### src/rtl/mrte_pkg.sv
// Shared types and constants of the mesh route table engine.
// Used by every module of the block; no dependencies.
`timescale 1ns / 1ps
`default_nettype none

package mrte_pkg;

    localparam int ADDR_W = 48;
    localparam int TIME_W = 63;
    localparam int SEQ_W  = 32;
    localparam int HOPS_W = 8;
    localparam int OUT_CNT_W = 6;

    localparam logic [2:0] ACT_ADD        = 3'd0;
    localparam logic [2:0] ACT_PIN        = 3'd1;
    localparam logic [2:0] ACT_UNPIN      = 3'd2;
    localparam logic [2:0] ACT_LOOKUP     = 3'd3;
    localparam logic [2:0] ACT_INVALIDATE = 3'd4;
    localparam logic [2:0] ACT_EXPIRE     = 3'd5;

    localparam logic [1:0] ST_OK      = 2'd0;
    localparam logic [1:0] ST_OWN     = 2'd1;
    localparam logic [1:0] ST_FULL    = 2'd2;
    localparam logic [1:0] ST_MISSING = 2'd3;

    localparam logic REG_OWN_ADDRESS  = 1'b0;
    localparam logic REG_LIFETIME     = 1'b1;

    typedef struct packed {
        logic [2:0]        action;
        logic [ADDR_W-1:0] dest;
        logic [ADDR_W-1:0] hop;
        logic [HOPS_W-1:0] hops;
        logic [SEQ_W-1:0]  seq;
        logic [TIME_W-1:0] now;
        logic              own_hit;
    } cmd_t;

    typedef struct packed {
        logic [ADDR_W-1:0] dest;
        logic [ADDR_W-1:0] hop;
        logic [HOPS_W-1:0] hops;
        logic [SEQ_W-1:0]  seq;
        logic [TIME_W-1:0] stamp;
        logic              pinned;
    } entry_t;

    typedef struct packed {
        logic [1:0]           status;
        logic [ADDR_W-1:0]    found_hop;
        logic [HOPS_W-1:0]    found_hops;
        logic [SEQ_W-1:0]     found_sequence;
        logic                 found_pinned;
        logic [TIME_W-1:0]    found_last_used;
        logic [OUT_CNT_W-1:0] entries_in_use;
        logic [OUT_CNT_W-1:0] removed;
    } res_t;

endpackage

`default_nettype wire

### src/rtl/mrte_res_q.sv
// Result queue: holds up to two finished result beats for the consumer.
// Depends on mrte_pkg.
`timescale 1ns / 1ps
`default_nettype none

module mrte_res_q
    import mrte_pkg::*;
(
    input  wire logic clk,
    input  wire logic rst_n,
    input  wire logic in_valid,
    input  wire res_t in_res,
    output logic      in_ready,
    output logic      empty,
    output res_t      out_res,
    input  wire logic pop
);

    res_t       q_reg [2];
    logic       wptr_reg, wptr_next;
    logic       rptr_reg, rptr_next;
    logic [1:0] cnt_reg, cnt_next;
    logic       do_push, do_pop;

    assign in_ready = (cnt_reg != 2'd2);
    assign empty    = (cnt_reg == 2'd0);
    assign out_res  = q_reg[rptr_reg];
    assign do_push  = in_valid && in_ready;
    assign do_pop   = pop && !empty;

    always_comb
    begin
        wptr_next = wptr_reg ^ do_push;
        rptr_next = rptr_reg ^ do_pop;
        cnt_next  = cnt_reg + 2'(do_push) - 2'(do_pop);
    end

    always_ff @(posedge clk)
    begin
        if (do_push)
        begin
            q_reg[wptr_reg] <= in_res;
        end
    end

    always_ff @(posedge clk or negedge rst_n)
    begin
        if (!rst_n)
        begin
            wptr_reg <= 1'b0;
            rptr_reg <= 1'b0;
            cnt_reg  <= 2'd0;
        end
        else
        begin
            wptr_reg <= wptr_next;
            rptr_reg <= rptr_next;
            cnt_reg  <= cnt_next;
        end
    end

endmodule

`default_nettype wire

### config.mk
export PLATFORM = sky130hd
export DESIGN_NAME = mrte_res_q
export DESIGN_NICKNAME = d
export VERILOG_FILES = /design/src/rtl/mrte_pkg.sv /design/src/rtl/mrte_res_q.sv
export SDC_FILE = /design/constraint.sdc
export NUM_CORES = 1
export LEC_CHECK = 0
export BUFFER_PORTS_ARGS = -buffer_cell sky130_fd_sc_hd__clkbuf_2
export CAP_MARGIN = 0
export CORE_MARGIN = 4
export CORE_UTILIZATION = 30
export DETAILED_ROUTE_END_ITERATION = 8
export GPL_ROUTABILITY_DRIVEN = 0
export HOLD_SLACK_MARGIN = 0.05
export SYNTH_ARGS = -nofsm -noshare
export SYNTH_HDL_FRONTEND = slang
export SYNTH_SLANG_ARGS = --single-unit
### constraint.sdc
create_clock -name clk -period 5.77 [get_ports clk]
set_input_delay 0.577 -clock clk [delete_from_list [all_inputs] [get_ports clk]]
set_output_delay 0.577 -clock clk [all_outputs]
set_load 0.05 [all_outputs]
==> flow_summary.yaml, run 1 <==
status:
  status: "complete, no violations"
clock_network:
  htreeDepth: 2
  numCtsBuffers: 38
  cts_root_buf: "clkbuf_16"
  clk_pin_slew_ns: 0.06
  cts.sinks: 336
  cts_hold_buf: 1
  cts_tree: "done"
  cts_resized: 0
  clockBufferDepth: 3
  postCtsSetupBuffers: 0
  insertion_delay_ns: 0.52
timing:
  layout_setup_ws_ns: 2.48
  max_freq_ghz: 0.304
  fin_tns_setup_ns: 0
  rsz0062_at_grt: "no"
  tightest_slew_ns: 0.963
  setup_viol: 0
  max_slew_margin_pct: 35.8
  fin_crit_sh_pct: 57.0
  worst_clock_skew_ns: 0.0157
  hold_viol: 0
  period_needed_ns: 3.29
  final_max_slew_viol_count: 0
place:
  postPlaceCellArea_um2: 15000
  portBuffers: 337
  dpl.hpwl_um: 17700
  post-place-ws_ns: 2.94
power_and_ir_drop:
  p_per_area_nw_per_um2: 616
  p_sw_uw: 4020
  seq_power_share_pct: 35.6
  ir_drop_uv: 333
  combPwrFrac_pct: 41.6
  power.static_leakage_uw: 0.00643
  p_int_uw: 5970
  finalPower_uw: 10000
  p_clk_share_pct: 22.8
  switching_share_pct: 40.2
run:
  maxCapViolCount: 0
logic_synthesis:
  syn_avg_cell_area_um2: 23.6
  post-synth-top-count-cell: "edfxtp_1"
  synthCells: 540
  syn-num-nets: 712
  synthArstFlopShare_pct: 1.19
  ys_top_cells_by_area: "edfxtp_1 (78%), mux2_4 (15%), mux2_2 (3.2%)"
  synth_ff_type: "edfxtp_1"
  ys.warnings.count: 0
  synth_edf_count: 332
  synth_top_area_cell: "edfxtp_1"
  synth_area_um2: 12700
  netlist-cell-type-count: 19
  netlist.area_leader.share_pct: 78.2
  synth_top_cells_by_count: "edfxtp_1 (332), mux2_4 (130), mux2_2 (36)"
  ys_seq_area_share_pct: 79.0
  synth_seq_cells: 336
layout:
  fin_area_um2: 16200
  antenna_cells: 0
  largest_reg_flops: 332
  drive_above_1_share_pct: 60.3
  area_growth_pct: 27.3
  fin_nets: 1078
worst_setup_path:
  crit_end: "out_res[84]"
  critPathArrivalTime_ns: 2.71
  crit_path_start_kind: "register"
  cp-startpoint: "rptr_reg"
  regToRegSetupSlack_ns: 3.20
  cp_data_required_time_ns: 5.19
  cp-end-kind: "output pin"
  rr_endpoint: "q_reg[1][43]"
  r2r-start: "cnt_reg[0]"
  crit_type: "reg2out"
  ff2ff_path_depth: 3
  worstPathMaxFanout: 57
floorplan:
  die-width_um: 214
  core_area_um2: 41900
  rows: 75
  chipHeight_um: 214
  io_pins: 338
  die-area_um2: 45900
  initial_core_util_pct: 30.4
route:
  drtIter0Drc: 324
  via_count: 6263
  drtAntennaViolNets: 0
  avgViaCountPerCell: 4.25
  dr.pass1.iters: 4
  drt-total-wl_um: 26400
  drc: 0
  post_drt_wl_per_cell_um: 18.0
global_routing:
  globalRouteOverflowTotal: 0
  grt_pass1_vias: 6791
  grtUsageTotal_pct: 11.4
  grt_pass1_wl_um: 40700
  antenna_found_initial: 1
  grt_max_degree: 78
min_path:
  hold_path_class: "in2reg"
==> per-stage QoR <==
step / std cells / hold WS [ns] / utilization (%)
finish: 1473 / 0.237 / 38.7
detailed placement: 1404 / 0.407 / 35.8
global placement: 1404 / 0.404 / 35.8
global route: 1473 / 0.190 / 38.7
floorplan: 540 / 0.281 / -
CTS: 1473 / 0.177 / 38.7
==> layer usage <==
metal / up-vias / routed length, um / GRT usage [%]
met1: 3077 / 11000 / 14.0
met5: - / 7 / 0
met4: 2 / 532 / 2.96
met2: 239 / 12500 / 18.3
li1: 2904 / - / -
met3: 41 / 2430 / 5.09
==> worst max-delay path, stage by stage (launching register included) <==
cell	delay (ns)
dfrtp_4	1.02
buf_12	0.43
mux2_4	0.36
clkbuf_2	0.26
==> layout by cell type, fill, tap and decap left out, drive strengths merged, types with 2 or more instances in the layout <==
cell type | synthesis | final
bufinv | 0 | 2
buf | 19 | 7
ha | 2 | 2
nor2 | 3 | 3
o21ai | 2 | 2
mux2 | 166 | 166
edfxtp | 332 | 332
clkinv | 0 | 13
clkbuf | 0 | 388
xnor2 | 2 | 2
inv | 2 | 3
dfrtp | 4 | 4
==> power by group through the flow <==
stage,combinational (uW),clock (uW),sequential [uW]
global route,4360,2490,3610
CTS,4240,2380,3570
floorplan,3500,0,3580
finish,4160,2280,3560
global placement,4220,0,3600
detailed placement,4240,0,3610
==> final cells by class <==
class                      count  area, um2
fill                        3826      25700
sequential                   336      10100
multi-input combinational    183       2490
timing repair buffer         345       1790
clock buffer                  51       1060
tap                          539        674
clock inverter                17        130
inverter                       2       7.51
==> cells by family (layout without fill, tap and decap cells) <==
family | Yosys count | after routing | share of synthesized area [%]
buffers and inverters | 21 | 415 | 1.59
muxes | 166 | 166 | 18.5
xor gates and xnor gates | 2 | 2 | 0.137
AOI/OAI and AO/OA | 5 | 5 | 0.285
DFF | 336 | 336 | 79.0
and+or+nand+nor | 8 | 8 | 0.324
adders and majority gates | 2 | 2 | 0.196
==> worst min-delay path by stage <==
| stage | start | endpoint | slack, ns | cells past startpoint |
|---|---|---|---|---|
| floorplan | rst_n | cnt_reg[0] | 0.28 | 0 |
| global placement | rst_n | cnt_reg[0] | 0.40 | 1 |
| detailed placement | rst_n | cnt_reg[0] | 0.41 | 1 |
| CTS | in_res[117] | q_reg[1][117] | 0.18 | 1 |
| global route | in_res[117] | q_reg[0][117] | 0.19 | 1 |
| finish | in_res[118] | q_reg[1][118] | 0.24 | 1 |
Power figures use the tool's default switching activity.
==> run 2: changes to the inputs <==
- clock period: 5.77 -> 2.95 ns (I/O delays scaled with it)
==> run 2 against run 1 <==
Die area is the same. Clock skew is 0.0026 ns higher. Global-route usage is 0.78 points higher. Clock power is 110% higher. Cell count increased by 12%. Sequential share of layout area is 6.4 points lower. Non-clock buffer count up 177. Final area rose by 12%. Core utilization is 4.5 points higher. Highest routed layer unchanged.
==> flow_summary.yaml, run 2 (synthesized netlist as in run 1, its figures left out) <==
route:
  via_count: 6944
  dr.pass1.iters: 4
  post_drt_wl_per_cell_um: 17.3
  drtAntennaViolNets: 0
  drc: 0
  drt-total-wl_um: 28500
  avgViaCountPerCell: 4.21
  drtIter0Drc: 299
run:
  maxCapViolCount: 0
timing:
  final_max_slew_viol_count: 0
  hold_viol: 0
  layout_setup_ws_ns: 0.495
  rsz0062_at_grt: "no"
  tightest_slew_ns: 0.589
  setup_viol: 0
  fin_crit_sh_pct: 83.2
  period_needed_ns: 2.46
  fin_tns_setup_ns: 0
  worst_clock_skew_ns: 0.0184
  max_freq_ghz: 0.407
  max_slew_margin_pct: 60.7
layout:
  drive_above_1_share_pct: 52.2
  fin_area_um2: 18100
  largest_reg_flops: 332
  fillers: 3686
  mostFrequentLayoutCell: "clkbuf_2"
  register_area_um2: 10100
  multi_input_area_um2: 2490
  mostFrequentLayoutCells: "clkbuf_2 (337), edfxtp_1 (332), dlygate4sd3_1 (167)"
  area_growth_pct: 42.0
  fin_nets: 1254
worst_setup_path:
  max_stage_delay_ns: 0.51
  critPathArrivalTime_ns: 2.16
  worstPathMaxFanout: 30
  crit_buf_inv: 3
  crit_type: "reg2out"
  cp_data_required_time_ns: 2.65
  critPathTopFamily: "buffers and inverters"
  cp-end-kind: "output pin"
  crit_chain: "buf_12 > buf_4 > mux2_2 > clkbuf_2"
  crit_path_start_kind: "register"
  critPathSlowestCell: "dfrtp_4"
floorplan:
  die-area_um2: 45900
  rows: 75
  io_pins: 338
  core_area_um2: 41900
  initial_core_util_pct: 30.4
  chipHeight_um: 214
  die-width_um: 214
clock_network:
  cts_resized: 0
  cts_tree: "done"
  clockBufferDepth: 3
  clk_pin_slew_ns: 0.06
  cts.sinks: 336
  numCtsBuffers: 37
  cts_root_buf: "clkbuf_16"
  insertion_delay_ns: 0.53
  htreeDepth: 2
power_and_ir_drop:
  p_clk_share_pct: 23.2
  switching_share_pct: 39.7
  seq_power_share_pct: 33.7
  combPwrFrac_pct: 43.1
  p_sw_uw: 8020
  power.static_leakage_uw: 0.00723
  p_per_area_nw_per_um2: 1110
  p_int_uw: 12200
  ir_drop_uv: 751
place:
  portBuffers: 337
  dpl.hpwl_um: 18400
  post-place-ws_ns: 0.843
  postPlaceCellArea_um2: 15200
min_path:
  hold_path_class: "in2reg"
global_routing:
  grt_max_degree: 61
  grt_pass1_wl_um: 43800
  globalRouteOverflowTotal: 0
  grt_pass1_vias: 7666
  antenna_found_initial: 2
  grtUsageTotal_pct: 12.1
status:
  status: "complete, no violations"
## run 2: power by group through the flow
stage	Combinational (uW)	Clock [uW]	Sequential (uW)
detailed placement	8600	0	6900
global route	9070	5050	6890
finish	8690	4680	6800
CTS	8800	4850	6800
floorplan	6860	0	6830
global placement	8590	0	6840
## run 2: per-layer routing
layer,global-route usage (%),wire [um],vias up
met1,14.6,11900,3424
met3,4.36,2130,32
met5,0,11,-
li1,-,-,3255
met2,20.6,13900,231
met4,3.67,514,2
## run 2: what timing repair did
action	4_1_cts	5_1_grt
endpoints found under the hold margin	336	0
hold buffers	167	0
setup buffers	0	0
## run 2: metrics by stage
step	power, uW	cells	hold WS [ns]	utilization, %
final	20200	1651	0.0992	43.2
after global routing	21000	1650	0.104	43.2
after CTS	20400	1650	0.0514	43.2
after floorplan	13700	540	-0.000591	-
after detailed placement	15500	1415	0.115	36.2
after global placement	15400	1415	0.112	36.2
## run 2: worst min-delay path, stage by stage
cell and delay [ns]:
clkbuf_2 0.13, o21ai_0 0.11, xnor2_1 0.07
## run 2: path summary, 6_finish.rpt
check / startpoint / to / slack (ns) / depth (start not counted)
min: pop / rptr_reg / 0.1 / 3
max: rptr_reg / out_res[20] / 0.49 / 4
max reg2reg: cnt_reg[0] / q_reg[0][79] / 0.87 / 4
min reg2reg: rptr_reg / rptr_reg / 0.64 / 1
max in group asynchronous: rst_n / rptr_reg / 2.67 / 2
min in group asynchronous: rst_n / cnt_reg[1] / 0.13 / 2
## run 2: final cells by class
class                      instances  area share, %
antenna                            1         0.0138
clock buffer                      48           5.63
clock inverter                    20           1.27
inverter                           2         0.0415
multi-input combinational        183           13.8
sequential                       336           55.6
tap                              539           3.72
timing repair buffer             522           19.9
==> run 3: changes to the inputs <==
- ABC_AREA: unset -> 1
- clock period: 2.95 -> 2.6 ns (I/O delays scaled with it)
==> run 3 against run 2 <==
Sequential share of layout area rose by 0.54 points. Sequential cell count is the same. Hold slack improved by 0.013 ns. Combinational power increased by 25%. Total power increased by 19%. Core utilization grew 0.85 points. Register-to-register slack worse by 0.28 ns. Synthesized area decreased by 3.1%. Critical path type unchanged. Largest cell class unchanged.
==> flow_summary.yaml, run 3 <==
layout:
  largest_reg_flops: 332
  drive_above_1_share_pct: 28.6
  instances_no_fill: 1982
  fillers: 3644
  fin_nets: 1592
  mostFrequentLayoutCell: "nand2_1"
  mostFrequentLayoutCells: "nand2_1 (506), edfxtp_1 (332), clkbuf_2 (320)"
  register_area_um2: 10100
  fin_area_um2: 17900
  area_growth_pct: 45.2
  multi_input_area_um2: 2000
global_routing:
  globalRouteOverflowTotal: 0
  grtUsageTotal_pct: 12.9
  grt_pass1_wl_um: 45600
  grt_max_degree: 94
  grt_pass1_vias: 8521
  antenna_found_initial: 1
logic_synthesis:
  syn_avg_cell_area_um2: 13.8
  synth_area_um2: 12400
  ys_seq_area_share_pct: 81.5
  synth_top_cells_by_count: "nand2_1 (508), edfxtp_1 (332), buf_2 (17)"
  netlist.area_leader.share_pct: 80.7
  netlist-cell-type-count: 13
  ys.warnings.count: 0
  synth_edf_count: 332
  syn-num-nets: 1070
  synthArstFlopShare_pct: 1.19
  synth_ff_type: "edfxtp_1"
  ys_top_cells_by_area: "edfxtp_1 (81%), nand2_1 (15%), buf_6 (1.2%)"
  synth_seq_cells: 336
  post-synth-top-count-cell: "nand2_1"
  synthCells: 898
  synth_top_area_cell: "edfxtp_1"
worst_setup_path:
  crit_chain: "inv_8 > buf_12 > nand2_1 > nand2_1 > clkbuf_2"
  worstPathMaxFanout: 57
  critPathTopFamily: "buffers and inverters"
  crit_type: "reg2out"
  max_stage_delay_ns: 0.53
  crit_buf_inv: 3
  cp_data_required_time_ns: 2.34
  critPathSlowestCell: "dfrtp_4"
  cp_common_cell: "nand2_1"
  r2r-start: "cnt_reg[1]"
  cp-end-kind: "output pin"
  cp-startpoint: "rptr_reg"
  crit_path_start_kind: "register"
  critPathArrivalTime_ns: 2.13
place:
  dp.cells: 1743
  postPlaceCellArea_um2: 15000
  portBuffers: 337
  dpl.hpwl_um: 19000
  post-place-ws_ns: 0.684
power_and_ir_drop:
  seq_power_share_pct: 32.1
  p_clk_share_pct: 22.6
  combPwrFrac_pct: 45.4
  p_sw_uw: 10800
  p_per_area_nw_per_um2: 1340
  ir_drop_uv: 1130
  switching_share_pct: 44.8
  power.static_leakage_uw: 0.00763
  p_int_uw: 13200
timing:
  setup_viol: 0
  rsz0062_at_grt: "no"
  hold_viol: 0
  tightest_slew_ns: 0.543
  layout_setup_ws_ns: 0.211
  period_needed_ns: 2.39
  worst_clock_skew_ns: 0.0174
  fin_crit_sh_pct: 91.9
  max_freq_ghz: 0.419
  max_slew_margin_pct: 63.8
  final_max_slew_viol_count: 0
clock_network:
  htreeDepth: 2
  insertion_delay_ns: 0.53
  clk_pin_slew_ns: 0.06
  numCtsBuffers: 37
  cts_root_buf: "clkbuf_16"
  cts_tree: "done"
  cts.sinks: 336
  clockBufferDepth: 3
min_path:
  hold_path_class: "in2reg"
  hold_start: "in_valid"
floorplan:
  rows: 74
  io_pins: 338
  core_area_um2: 40700
  chipHeight_um: 211
  die-area_um2: 44500
  die-width_um: 211
  initial_core_util_pct: 30.3
route:
  drtIter0Drc: 440
  drc: 0
  avgViaCountPerCell: 4.21
  drtAntennaViolNets: 0
  post_drt_wl_per_cell_um: 15.1
  via_count: 8342
  drt-total-wl_um: 30000
  dr.pass1.iters: 5
status:
  status: "complete, no violations"
run:
  maxCapViolCount: 0
==> run 3: final cells by class <==
class                           instances  share of cell area, %
Timing Repair Buffer                  520                   21.6
Antenna cell                            1                 0.0140
Clock buffer                           42                   5.50
Multi-Input combinational cell        516                   11.1
Inverter                                9                  0.230
Clock inverter                         26                   1.60
Tap cell                              532                   3.71
Sequential cell                       336                   56.2
==> run 3: timing repair <==
action / 4_1_cts / 5_1_grt
endpoints found under the hold margin: 338 / 0
setup buffers: 0 / 0
hold buffers: 170 / 0
resized for setup: 0 / 1
endpoints found under the setup margin: 0 / 3
==> run 3: worst paths after layout <==
check	endpoint	slack, ns	depth (start not counted)
max in group asynchronous	rptr_reg	1.73	3
worst max register to register	cnt_reg[1]	0.59	10
min in group asynchronous	wptr_reg	0.65	3
worst min register to register	cnt_reg[0]	0.58	1
worst max-delay path	out_res[91]	0.21	5
worst min-delay path	cnt_reg[1]	0.11	5
==> run 3: per-layer routing <==
metal	global-route usage [%]	routed length (um)
met3	4.13	2660
met1	16.0	12100
met4	4.31	711
met2	21.5	14500
met5	0	0
==> run 3: kinds of logic (layout without fill, tap and decap cells) <==
group | Yosys count | after routing | share of synthesized area [%]
flip-flops | 336 | 336 | 81.5
buffers and inverters | 46 | 597 | 2.59
AO/OA/AOI/OAI | 1 | 1 | 0.0405
adder cells (fa/ha/maj) | 2 | 2 | 0.203
other | 0 | 1 | 0
XOR/XNOR | 1 | 1 | 0.0709
AND/OR/NAND/NOR | 512 | 512 | 15.6
==> run 3: stage by stage <==
| stage | power [uW] | setup TNS, ns | hold WS [ns] | util, % |
|---|---|---|---|---|
| floorplan | 15600 | -283.57 | -0.0356 | - |
| global placement | 18500 | 0 | 0.0817 | 36.7 |
| detailed placement | 18600 | 0 | 0.0906 | 36.7 |
| CTS | 24300 | 0 | 0.0598 | 44.0 |
| global route | 25200 | 0 | 0.0983 | 44.0 |
| finish | 24000 | 0 | 0.112 | 44.0 |
==> run 3: worst min-delay path: cells and delay by family <==
family | cells | cell delay [ns]
buffers and inverters | 1 | 0.10
and+or+nand+nor | 4 | 0.24
==> run 3: power groups by stage <==
| stage | Sequential [uW] | Clock (uW) | Combinational, uW |
|---|---|---|---|
| detailed placement | 7810 | 0 | 10800 |
| finish | 7700 | 5410 | 10900 |
| CTS | 7700 | 5580 | 11000 |
| floorplan | 7820 | 0 | 7740 |
| global route | 7790 | 5810 | 11600 |
| global placement | 7770 | 0 | 10800 |
