==> config.mk <==
export PLATFORM = sky130hd
export DESIGN_NAME = mrte_front
export DESIGN_NICKNAME = d
export VERILOG_FILES = /design/src/rtl/mrte_pkg.sv /design/src/rtl/mrte_front.sv
export SDC_FILE = /design/constraint.sdc
export NUM_CORES = 1
export LEC_CHECK = 0
export BUFFER_PORTS_ARGS = -buffer_cell sky130_fd_sc_hd__buf_2
export CAP_MARGIN = 5
export CORE_MARGIN = 3
export CORE_UTILIZATION = 28
export DETAILED_ROUTE_END_ITERATION = 10
export HOLD_SLACK_MARGIN = 0.12
export PLACE_DENSITY = 0.48
export SETUP_SLACK_MARGIN = 0.5
export SYNTH_ARGS = -nofsm -noshare
export SYNTH_HDL_FRONTEND = slang
export SYNTH_SLANG_ARGS = --single-unit
==> constraint.sdc <==
create_clock -name clk -period 14.4 [get_ports clk]
set_input_delay 2.16 -clock clk [delete_from_list [all_inputs] [get_ports clk]]
set_output_delay 2.16 -clock clk [all_outputs]
set_load 0.05 [all_outputs]
==> src/rtl/mrte_pkg.sv <==
// Shared types and constants of the mesh route table engine.
// Used by every module of the block; no dependencies.
`timescale 1ns / 1ps
`default_nettype none

package mrte_pkg;

    localparam int ADDR_W = 48;
    localparam int TIME_W = 63;
    localparam int SEQ_W  = 32;
    localparam int HOPS_W = 8;
    localparam int OUT_CNT_W = 6;

    localparam logic [2:0] ACT_ADD        = 3'd0;
    localparam logic [2:0] ACT_PIN        = 3'd1;
    localparam logic [2:0] ACT_UNPIN      = 3'd2;
    localparam logic [2:0] ACT_LOOKUP     = 3'd3;
    localparam logic [2:0] ACT_INVALIDATE = 3'd4;
    localparam logic [2:0] ACT_EXPIRE     = 3'd5;

    localparam logic [1:0] ST_OK      = 2'd0;
    localparam logic [1:0] ST_OWN     = 2'd1;
    localparam logic [1:0] ST_FULL    = 2'd2;
    localparam logic [1:0] ST_MISSING = 2'd3;

    localparam logic REG_OWN_ADDRESS  = 1'b0;
    localparam logic REG_LIFETIME     = 1'b1;

    typedef struct packed {
        logic [2:0]        action;
        logic [ADDR_W-1:0] dest;
        logic [ADDR_W-1:0] hop;
        logic [HOPS_W-1:0] hops;
        logic [SEQ_W-1:0]  seq;
        logic [TIME_W-1:0] now;
        logic              own_hit;
    } cmd_t;

    typedef struct packed {
        logic [ADDR_W-1:0] dest;
        logic [ADDR_W-1:0] hop;
        logic [HOPS_W-1:0] hops;
        logic [SEQ_W-1:0]  seq;
        logic [TIME_W-1:0] stamp;
        logic              pinned;
    } entry_t;

    typedef struct packed {
        logic [1:0]           status;
        logic [ADDR_W-1:0]    found_hop;
        logic [HOPS_W-1:0]    found_hops;
        logic [SEQ_W-1:0]     found_sequence;
        logic                 found_pinned;
        logic [TIME_W-1:0]    found_last_used;
        logic [OUT_CNT_W-1:0] entries_in_use;
        logic [OUT_CNT_W-1:0] removed;
    } res_t;

endpackage

`default_nettype wire

==> src/rtl/mrte_front.sv <==
// Front end: accepts actions, flags own-address hits and queues them.
// Depends on mrte_pkg.
`timescale 1ns / 1ps
`default_nettype none

module mrte_front
    import mrte_pkg::*;
(
    input  wire logic              clk,
    input  wire logic              rst_n,
    input  wire logic              push,
    output logic                   full,
    input  wire logic [2:0]        action,
    input  wire logic [ADDR_W-1:0] dest_address,
    input  wire logic [ADDR_W-1:0] hop_address,
    input  wire logic [HOPS_W-1:0] hops,
    input  wire logic [SEQ_W-1:0]  sequence_req,
    input  wire logic [TIME_W-1:0] now_time,
    input  wire logic [ADDR_W-1:0] own_address,
    output logic                   cmd_valid,
    output cmd_t                   cmd,
    input  wire logic              cmd_pop
);

    cmd_t       q_reg [2];
    cmd_t       beat;
    logic       wptr_reg, wptr_next;
    logic       rptr_reg, rptr_next;
    logic [1:0] cnt_reg, cnt_next;
    logic       do_push;

    always_comb
    begin
        beat.action  = action;
        beat.dest    = dest_address;
        beat.hop     = hop_address;
        beat.hops    = hops;
        beat.seq     = sequence_req;
        beat.now     = now_time;
        beat.own_hit = ((action == ACT_ADD) && (dest_address == own_address)) ||
                       ((action == ACT_PIN) && ((dest_address == own_address) ||
                                                (hop_address == own_address)));
    end

    assign full      = (cnt_reg == 2'd2);
    assign cmd_valid = (cnt_reg != 2'd0);
    assign cmd       = q_reg[rptr_reg];
    assign do_push   = push && !full;

    always_comb
    begin
        wptr_next = wptr_reg ^ do_push;
        rptr_next = rptr_reg ^ cmd_pop;
        cnt_next  = cnt_reg + 2'(do_push) - 2'(cmd_pop);
    end

    always_ff @(posedge clk)
    begin
        if (do_push)
        begin
            q_reg[wptr_reg] <= beat;
        end
    end

    always_ff @(posedge clk or negedge rst_n)
    begin
        if (!rst_n)
        begin
            wptr_reg <= 1'b0;
            rptr_reg <= 1'b0;
            cnt_reg  <= 2'd0;
        end
        else
        begin
            wptr_reg <= wptr_next;
            rptr_reg <= rptr_next;
            cnt_reg  <= cnt_next;
        end
    end

endmodule

`default_nettype wire

==> run metrics, run 1 <==
clk sinks 410; placer congestion estimate 0.821; I/O Buffers about 460; final worst path period need ~5.6 ns; Die Y approximately 240 um; endpoints failing hold 0; MaxCap Viol Count 0; drt drc 0; worst IR drop on VDD around 0.00012 V; grt ovf 0; ranking of synthesized cells by area edfxtp_1 77%, mux2_2 14%, xnor2_1 2.8%; CP arrival 3.41 ns; drt first pass iters 4; via count 8948; GRT Util Overall 0.147; post-detail-place hpwl 32.5 mm; largest net degree at the start of global routing 70; via density per instance about 4.3; die area slightly below 60000 um2; Leakage Power roughly 7.6 nW; unrepaired setup endpoints after global routing false; Avg Cell Area, Syn a little over 20 um2; clock power share 0.252; nets ~1500; FF-to-FF path depth 6; Power, Total just under 5 mW; register area share after synthesis 0.775; Setup crit end cmd[185]; core area 55500 um2; reg2reg end q_reg[0][31]; CTS Hold Bufs 0; post-synth top area share 0.769; yosys warns 0; CP most frequent cell buf_4; gr busiest metal met2; Hold Path Class reg -> reg; met1 usage 0.177; normalized max-slew margin 0.321; FF-to-FF setup slack roughly 11 ns; CTS tree built; Root Driver clkbuf_16; Critical Path RT about 12 ns; mapped cell area 15900 um2; share of layout cells above drive strength 1 0.567; clk_skew 0.0186 ns; critical path startpoint category register; most frequent cells in the layout 458 x buf_2, 406 x edfxtp_1, 199 x mux2_2; DRT iter0 DRCs around 410; M2 GR Usage 0.249; Yosys top cell by area edfxtp_1; CP Cell Sequence buf_4 > buf_4 > mux2_2 > buf_2; PwrDens ~240 nW/um2; post-cts repair resize count 0; die width ~240 um; worst-margin pin slew about 1.0 ns; Worst-Skew Late Latency 0.56 ns; reg-to-reg startpoint cnt_reg[1]; Combinational Power Share 0.399; final WL ~45 mm; setup tns final 0 ns; Yosys reg bits about 400; Starting Density 0.286; Ports roughly 460; Fmax around 180 MHz; final worst path period share 0.387; grt met3 use 0.0508; global-route wire length before repair about 65 mm; Internal Power between 2 and 3 mW; largest stage delay on the critical path 0.72 ns; synth unique cells 21; Layout Area Growth over Synthesis 30.6%; Worst Path Max Fanout a little over 60; crit path from rptr_reg; critical path's slowest cell buf_4; Final Setup Violations 0; net switching fraction of the power 0.408; Net Count, Synth slightly above 1000; max reg flops between 400 and 500; TritonCTS Buffers 48; post-DR wirelength/cell roughly 22 um; CP endpoint kind output pin; deepest clock path buffer count 3; most common cell after layout, fill and taps aside buf_2; initial antenna violation count 16; # rows 86; critical setup path kind reg -> out; ANT nets after route 0; status finished, final reports clean; switching power ~2 mW; sequential power share 0.349; fin. max-slew vios 0; number of global-route vias before repair ~9600; Syn Inst Count slightly below 800; Reg clk slew, reported paths about 0.06 ns; Post-CTS Setup Repair Bufs 0; H-Tree Depth 2
[logic make-up (layout without fill, tap and decap cells)]
family	Yosys count	count (layout)	share of synthesized area
DFF	410	410	0.775
and+or+nand+nor	36	36	0.0141
xor gates and xnor gates	99	99	0.0547
buffers and inverters	28	559	0.00773
AOI/OAI and AO/OA	1	1	0.000789
muxes	203	203	0.144
other	0	8	0
adders and majority gates	4	4	0.00316
[power by group through the flow]
stage	clock network [mW]	registers [mW]	logic [mW]
6_report	1.24	1.71	1.96
2_1_floorplan	0	1.75	1.51
4_1_cts	1.28	1.71	1.99
3_5_place_dp	0	1.73	1.99
3_3_place_gp	0	1.74	1.98
5_1_grt	1.32	1.73	2.06
[synthesized netlist by cell type]
cell type and count:
ha_1 4, buf_1 4, nor4_1 14, nand2_1 1, dfrtp_1 4, or2_2 1, nor3_1 1, nand3_1 2
xnor2_1 51, nand3_2 1, mux2_2 199, edfxtp_1 406, or4_1 1, clkbuf_1 5, buf_2 14, a211oi_2 1
nand2b_1 1, nand4_1 14, inv_1 5, mux2_1 4, xor2_1 48
[per-layer routing]
layer,part of all wire,vias up
met2,0.49,348
met4,0.023,18
li1,-,4061
met5,0.0022,-
met1,0.41,4441
met3,0.081,80
[per-stage QoR]
step                setup WS [ns]  hold slack [ns]  cells   util  cell area (um2)
floorplan                    6.83            0.460    781      -            15900
global placement             9.29            0.476   1973  0.344            19100
detailed placement           9.26            0.485   1973  0.344            19100
CTS                          8.74            0.497   2060  0.373            20700
global route                 8.63            0.537   2062  0.373            20700
finish                       8.83            0.495   2068  0.373            20700
[worst max-delay path: cells and delay by family (launching register included)]
family	cells	cell delay, ns
DFF	1	0.60
buffers and inverters	3	1.65
muxes	1	0.43
[layout make-up]
type	count	area [um2]
timing repair buffer	467	2360
clock inverter	32	369
tap	748	936
fill	5348	34800
clock buffer	55	1250
sequential	410	12300
inverter	5	18.8
multi-input combinational	343	3460
antenna	8	20.0
[worst min-delay path by stage]
| stage | start | to | slack (ns) | depth (start not counted) |
|---|---|---|---|---|
| floorplan | cnt_reg[1] | cnt_reg[1] | 0.46 | 1 |
| CTS | cnt_reg[1] | cnt_reg[1] | 0.50 | 1 |
| finish | cnt_reg[1] | cnt_reg[1] | 0.49 | 1 |
| detailed placement | cnt_reg[1] | cnt_reg[1] | 0.48 | 1 |
| global route | cnt_reg[1] | cnt_reg[1] | 0.54 | 1 |
| global placement | cnt_reg[1] | cnt_reg[1] | 0.48 | 1 |
Power figures use the tool's default switching activity.
==> inputs of run 2 (changes only) <==
--- a/config.mk
+++ b/config.mk
@@ -5,6 +5,7 @@
 export SDC_FILE = /design/constraint.sdc
 export NUM_CORES = 1
 export LEC_CHECK = 0
+export ABC_AREA = 1
 export BUFFER_PORTS_ARGS = -buffer_cell sky130_fd_sc_hd__buf_2
 export CAP_MARGIN = 5
 export CORE_MARGIN = 3
==> constraint.sdc (replaced) <==
create_clock -name clk -period 5.8 [get_ports clk]
set_input_delay 0.87 -clock clk [delete_from_list [all_inputs] [get_ports clk]]
set_output_delay 0.87 -clock clk [all_outputs]
set_load 0.05 [all_outputs]
==> run metrics, run 2 <==
setup tns final 0 ns (unchanged); clk_skew 0.0170 ns (was 0.0186 ns); Power, Total 12.1 mW (was 4.90 mW); placed cell areas 20100 um2 (was 19100 um2); post-synth top area share 0.723 (was 0.769); Yosys top cell by area edfxtp_1 (unchanged); Leakage Power 8.68 nW (was 7.65 nW); Layout Area Growth over Synthesis 27.7% (was 30.6%); ys async rst share 0.00976 (unchanged); largest net degree at the start of global routing 94 (was 70); Hold Path Class in -> reg (was reg -> reg); M2 GR Usage 0.225 (was 0.249); drt drc 0 (unchanged); Reg clk slew, reported paths 0.06 ns (about the same); Die Y 251 um (was 244 um); nets 1744 (was 1533); GRT Util Overall 0.135 (was 0.147); initial antenna violation count 16 (unchanged); normalized max-slew margin 0.391 (was 0.321); met1 usage 0.163 (was 0.177); Root Driver clkbuf_16 (unchanged); grt ovf 0 (unchanged); Starting Density 0.284 (was 0.286); fin. max-slew vios 0 (unchanged); Fmax around 270 MHz; placer congestion estimate 0.805 (was 0.821); ranking of synthesized cells by area edfxtp_1 72%, mux2_4 8.9%, mux2_1 4.0% (was edfxtp_1 77%, mux2_2 14%, xnor2_1 2.8%); MaxCap Viol Count 0 (unchanged); post-DR wirelength/cell 19.2 um (was 21.7 um); final worst path period need 3.67 ns; global-route wire length before repair 63.8 mm (was 64.6 mm); Critical Path RT 4.93 ns (was 12.24 ns); final worst path period share 0.633; post-cts repair resize count 0 (unchanged); most frequent cells in the layout 458 x buf_2, 406 x edfxtp_1, 157 x nand2_1 (was 458 x buf_2, 406 x edfxtp_1, 199 x mux2_2); max reg flops 406 (unchanged); Commonest cells post-synth 406 x edfxtp_1, 157 x nand2_1, 100 x mux2_4, 78 x inv_1, 60 x mux2_1 (was 406 x edfxtp_1, 199 x mux2_2, 51 x xnor2_1, 48 x xor2_1); reg2reg end q_reg[0][50] (was q_reg[0][31]); Net Count, Synth 1252 (was 1039); Place WS 2.67 ns (was 9.26 ns); most common cell after layout, fill and taps aside buf_2 (unchanged); design area 21500 um2 (was 20700 um2); core area 59400 um2 (was 55500 um2); Yosys reg bits 410 (unchanged); register area share after synthesis 0.729 (was 0.775); H-Tree Depth 2 (unchanged); Avg Cell Area, Syn 17.0 um2 (was 20.3 um2); FF-to-FF path depth 5 (was 6); final cell count without fillers 2308 (was 2068); gr busiest metal met2 (unchanged); Primary FF master, synth edfxtp_1 (unchanged); Post-synth EDFFs 406 (unchanged); die width 251 um (was 244 um); drt first pass iters 5 (was 4); via density per instance 4.17 (was 4.33); CP arrival 2.80 ns (was 3.41 ns); Final Setup Violations 0 (unchanged); I/O Buffers 458 (unchanged); FF-to-FF setup slack 3.25 ns (was 11.06 ns); critical setup path kind reg -> out (unchanged); grt met3 use 0.0513 (was 0.0508); clk sinks 410 (unchanged); post-layout util 0.363 (was 0.373); unrepaired setup endpoints after global routing false (unchanged); mapped cell area 16900 um2 (was 15900 um2); CP endpoint kind output pin (unchanged); reg-to-reg startpoint cnt_reg[1] (unchanged); Ports 459 (unchanged); synth unique cells 23 (was 21); worst-margin pin slew 0.913 ns (was 1.02 ns); hold slack 0.497 ns (was 0.495 ns); DRT iter0 DRCs 396 (was 413); yosys warns 0 (unchanged); share of layout cells above drive strength 1 0.447 (was 0.567); most instantiated library cell after synthesis edfxtp_1 (unchanged); endpoints failing hold 0 (unchanged); Fillers 5752 (was 5348); TritonCTS Buffers 46 (was 48); critical path startpoint category register (unchanged); PwrDens 562 nW/um2 (was 237 nW/um2); Worst Path Max Fanout 63 (was 62); CTS tree built (unchanged); Syn Inst Count 994 (was 781); Worst-Skew Late Latency 0.56 ns (about the same); die area 63200 um2 (was 59500 um2); number of global-route vias before repair 10100 (was 9645); worst IR drop on VDD 0.000271 V (was 0.000122 V); Final WS setup 2.13 ns (was 8.83 ns); status finished, final reports clean (unchanged); CTS Hold Bufs 1 (was 0); via count 9615 (was 8948); ANT nets after route 0 (unchanged); dpl cells 2210 (was 1973); crit path from rptr_reg (unchanged); post-detail-place hpwl 32.5 mm (about the same); deepest clock path buffer count 3 (unchanged); final WL 44.4 mm (was 44.8 mm); Setup crit end cmd[165] (was cmd[185]); # rows 89 (was 86); Post-CTS Setup Repair Bufs 0 (unchanged)
==> run 2: cell types whose count changed after synthesis, moves of 45 or more <==
cell     change
nor2_1      +46
inv_1       +73
xor2_1      -45
nand2_1    +156
mux2_4     +100
mux2_2     -156
mux2_1      +56
==> run 2: worst min path at each step <==
stage,start,end,slack [ns],depth (start not counted)
after floorplan,cnt_reg[0],cnt_reg[0],0.51,1
after global placement,cnt_reg[0],cnt_reg[0],0.53,1
after detailed placement,cnt_reg[0],cnt_reg[0],0.54,1
after CTS,now_time[0],q_reg[1][1],0.44,1
after global routing,now_time[0],q_reg[1][1],0.45,1
final,now_time[23],q_reg[0][24],0.50,1
==> run 2: critical path, cell delays in order (launching register included) <==
cell and delay, ns:
dfrtp_4 1.03, buf_12 0.41, mux2_1 0.42, buf_2 0.23
==> run 2: final cells by class <==
cell class                      instances  area (um2)  share of cell area
Sequential cell                       410       12300               0.571
Multi-Input combinational cell        481        4080               0.189
Timing Repair Buffer                  467        2440               0.113
Clock buffer                           61        1270              0.0590
Tap cell                              773         967              0.0449
Inverter                               80         300              0.0139
Clock inverter                         23         160             0.00744
Antenna cell                           13        32.5             0.00151
==> run 2: cells by family after synthesis <==
logic type / Yosys count / synth area share
simple gates: 210 / 0.0478
fa+ha+maj: 4 / 0.00297
compound gates: 9 / 0.00297
flops: 410 / 0.729
xor+xnor: 55 / 0.0286
buf+inv: 103 / 0.0313
mux: 203 / 0.158
==> run 2: per-layer routing <==
layer	vias to the layer above	part of all wire
met4	8	0.022
met5	-	0.0011
met3	75	0.087
met1	4624	0.41
li1	4566	-
met2	342	0.48
==> run 2: power by group <==
group / internal [mW] / switching, mW
clock network: 1.62 / 1.13
logic: 1.44 / 3.62
registers: 4.05 / 0.241
==> inputs of run 3 (changes only) <==
--- a/config.mk
+++ b/config.mk
@@ -12,7 +12,7 @@
 export CORE_UTILIZATION = 28
 export DETAILED_ROUTE_END_ITERATION = 10
 export HOLD_SLACK_MARGIN = 0.12
-export PLACE_DENSITY = 0.48
+export PLACE_DENSITY = 0.5
 export SETUP_SLACK_MARGIN = 0.5
 export SYNTH_ARGS = -nofsm -noshare
 export SYNTH_HDL_FRONTEND = slang
==> constraint.sdc (replaced) <==
create_clock -name clk -period 2.95 [get_ports clk]
set_input_delay 0.4425 -clock clk [delete_from_list [all_inputs] [get_ports clk]]
set_output_delay 0.4425 -clock clk [all_outputs]
set_load 0.05 [all_outputs]
==> run metrics, run 3 (synthesis results as in run 2) <==
Place WS 0.804 ns (was 2.67 ns); H-Tree Depth 2 (unchanged); critical path's slowest cell dfrtp_4 (unchanged); Final Setup Violations 0 (unchanged); Die Y 251 um (unchanged); deepest clock path buffer count 3 (unchanged); share of layout cells above drive strength 1 0.423 (was 0.447); # rows 89 (unchanged); Fillers 5495 (was 5752); I/O Buffers 458 (unchanged); Worst Path Max Fanout 16 (was 63); DRT iter0 DRCs 539 (was 396); worst IR drop on VDD 0.000641 V (was 0.000271 V); drt first pass iters 4 (was 5); multi-input logic area 4110 um2 (was 4080 um2); drt drc 0 (unchanged); clock power share 0.216 (was 0.228); clk_skew 0.0161 ns (was 0.0170 ns); Combinational Power Share 0.465 (was 0.418); Layout Area Growth over Synthesis 46.1% (was 27.7%); register area 12300 um2 (unchanged); placed cell areas 20300 um2 (was 20100 um2); CTS tree built (unchanged); clk sinks 410 (unchanged); via count 10600 (was 9615); Ports 459 (unchanged); Internal Power 15.6 mW (was 7.12 mW); CP endpoint kind output pin (unchanged); unrepaired setup endpoints after global routing true (was false); grt ovf 0 (unchanged); Leakage Power 9.99 nW (was 8.68 nW); Reg clk slew, reported paths 0.06 ns (about the same); Root Driver clkbuf_16 (unchanged); final WL 47.7 mm (was 44.4 mm); normalized max-slew margin 0.633 (was 0.391); status finished, final reports clean (unchanged); endpoints failing hold 0 (unchanged); MaxCap Viol Count 0 (unchanged); fin. max-slew vios 0 (unchanged); CP Cell Sequence buf_12 > buf_16 > mux2_1 > buf_2 (was buf_12 > mux2_1 > buf_2); CP Buf/Inv Count 3 (was 2); PwrDens 1050 nW/um2 (was 562 nW/um2); post-detail-place hpwl 33.1 mm (was 32.5 mm); core area 59400 um2 (unchanged); final worst path period share 0.836; met3 routed WL 3.24 mm (was 3.86 mm); initial antenna violation count 5 (was 16); die area 63200 um2 (unchanged); max reg flops 406 (unchanged); CP arrival 2.02 ns (was 2.80 ns); metal2 WL 24.3 mm (was 21.2 mm); largest stage delay on the critical path 0.52 ns (was 1.03 ns); crit-path leading delay family buffers and inverters (was flip-flops); most frequent cells in the layout 406 x edfxtp_1, 363 x buf_2, 203 x dlygate4sd3_1 (was 458 x buf_2, 406 x edfxtp_1, 157 x nand2_1); switching power 10.3 mW (was 4.99 mW); largest net degree at the start of global routing 71 (was 94); worst-margin pin slew 0.549 ns (was 0.913 ns); number of global-route vias before repair 11400 (was 10100); most common cell after layout, fill and taps aside edfxtp_1 (was buf_2); highest routed layer met5 (unchanged); final worst path period need roughly 2.5 ns; critical path startpoint category register (unchanged); Worst-Skew Late Latency 0.57 ns (was 0.56 ns); post-DR wirelength/cell 18.8 um (was 19.2 um); global-route wire length before repair 69.4 mm (was 63.8 mm); critical setup path kind reg -> out (unchanged); net switching fraction of the power 0.399 (was 0.412); GRT Util Overall 0.146 (was 0.135); Power, Total 25.9 mW (was 12.1 mW); sequential power share 0.319 (was 0.355); M1 WL 19.0 mm (was 18.3 mm); TritonCTS Buffers 46 (unchanged); placer congestion estimate 0.769 (was 0.805); Starting Density 0.284 (unchanged); via density per instance 4.19 (was 4.17); ANT nets after route 0 (unchanged); Hold Path Class in -> reg (unchanged); Critical Path RT 2.51 ns (was 4.93 ns); Final WS setup 0.484 ns (was 2.13 ns); design area 24600 um2 (was 21500 um2); Fmax approximately 410 MHz; nets 1980 (was 1744); setup tns final 0 ns (unchanged); die width 251 um (unchanged)
## run 3: power by group through the flow
stage	clock network, mW	registers (mW)	logic (mW)
2_1_floorplan	0	8.33	8.07
3_3_place_gp	0	8.38	10.5
3_5_place_dp	0	8.42	10.5
4_1_cts	5.80	8.27	11.6
5_1_grt	6.03	8.37	12.6
6_report	5.61	8.27	12.1
## run 3: stage by stage
stage / cells / hold WS [ns] / utilization
after floorplan: 994 / 0.147 / -
after global placement: 2229 / 0.254 / 0.342
after detailed placement: 2229 / 0.259 / 0.342
after CTS: 2525 / 0.125 / 0.408
after global routing: 2533 / 0.136 / 0.415
final: 2533 / 0.166 / 0.415
## run 3: cell type report
class,instances,share of cell area
sequential,410,0.499
clock inverter,18,0.00675
timing repair buffer,703,0.222
inverter,80,0.0122
tap,773,0.0393
antenna,4,0.000406
clock buffer,64,0.0533
multi-input combinational,481,0.167
## run 3: path summary, 6_finish.rpt
path,startpoint,to,slack (ns),depth (start not counted)
min in group asynchronous,rst_n,rptr_reg,0.26,2
max reg2reg,cnt_reg[1],q_reg[0][198],1.08,6
min reg2reg,cnt_reg[0],cnt_reg[0],0.58,1
max,rptr_reg,cmd[162],0.48,4
max in group asynchronous,rst_n,rptr_reg,2.55,2
min,hop_address[43],q_reg[1][147],0.17,1
## run 3: repair_timing
action                                 4_1_cts  5_1_grt
buffers inserted                             6        1
gates cloned                                 5        3
hold buffers                               203        0
setup endpoints to repair                  187      132
gates resized for setup                     72      182
pin swaps                                    0        0
endpoints found under the hold margin      407        0
## run 3: per-layer routing
layer | up-vias | global-route usage
met4 | 2 | 0.0477
met1 | 5164 | 0.170
met2 | 347 | 0.259
li1 | 5039 | -
met5 | - | 0
met3 | 73 | 0.0396
## run 3: worst reg2reg max path, delay by kind of cell, from the launching register on
family	cells	cell delay (ns)
adders and majority gates	1	0.35
buffers and inverters	4	0.75
AOI/OAI and AO/OA	1	0.07
DFF	1	0.39
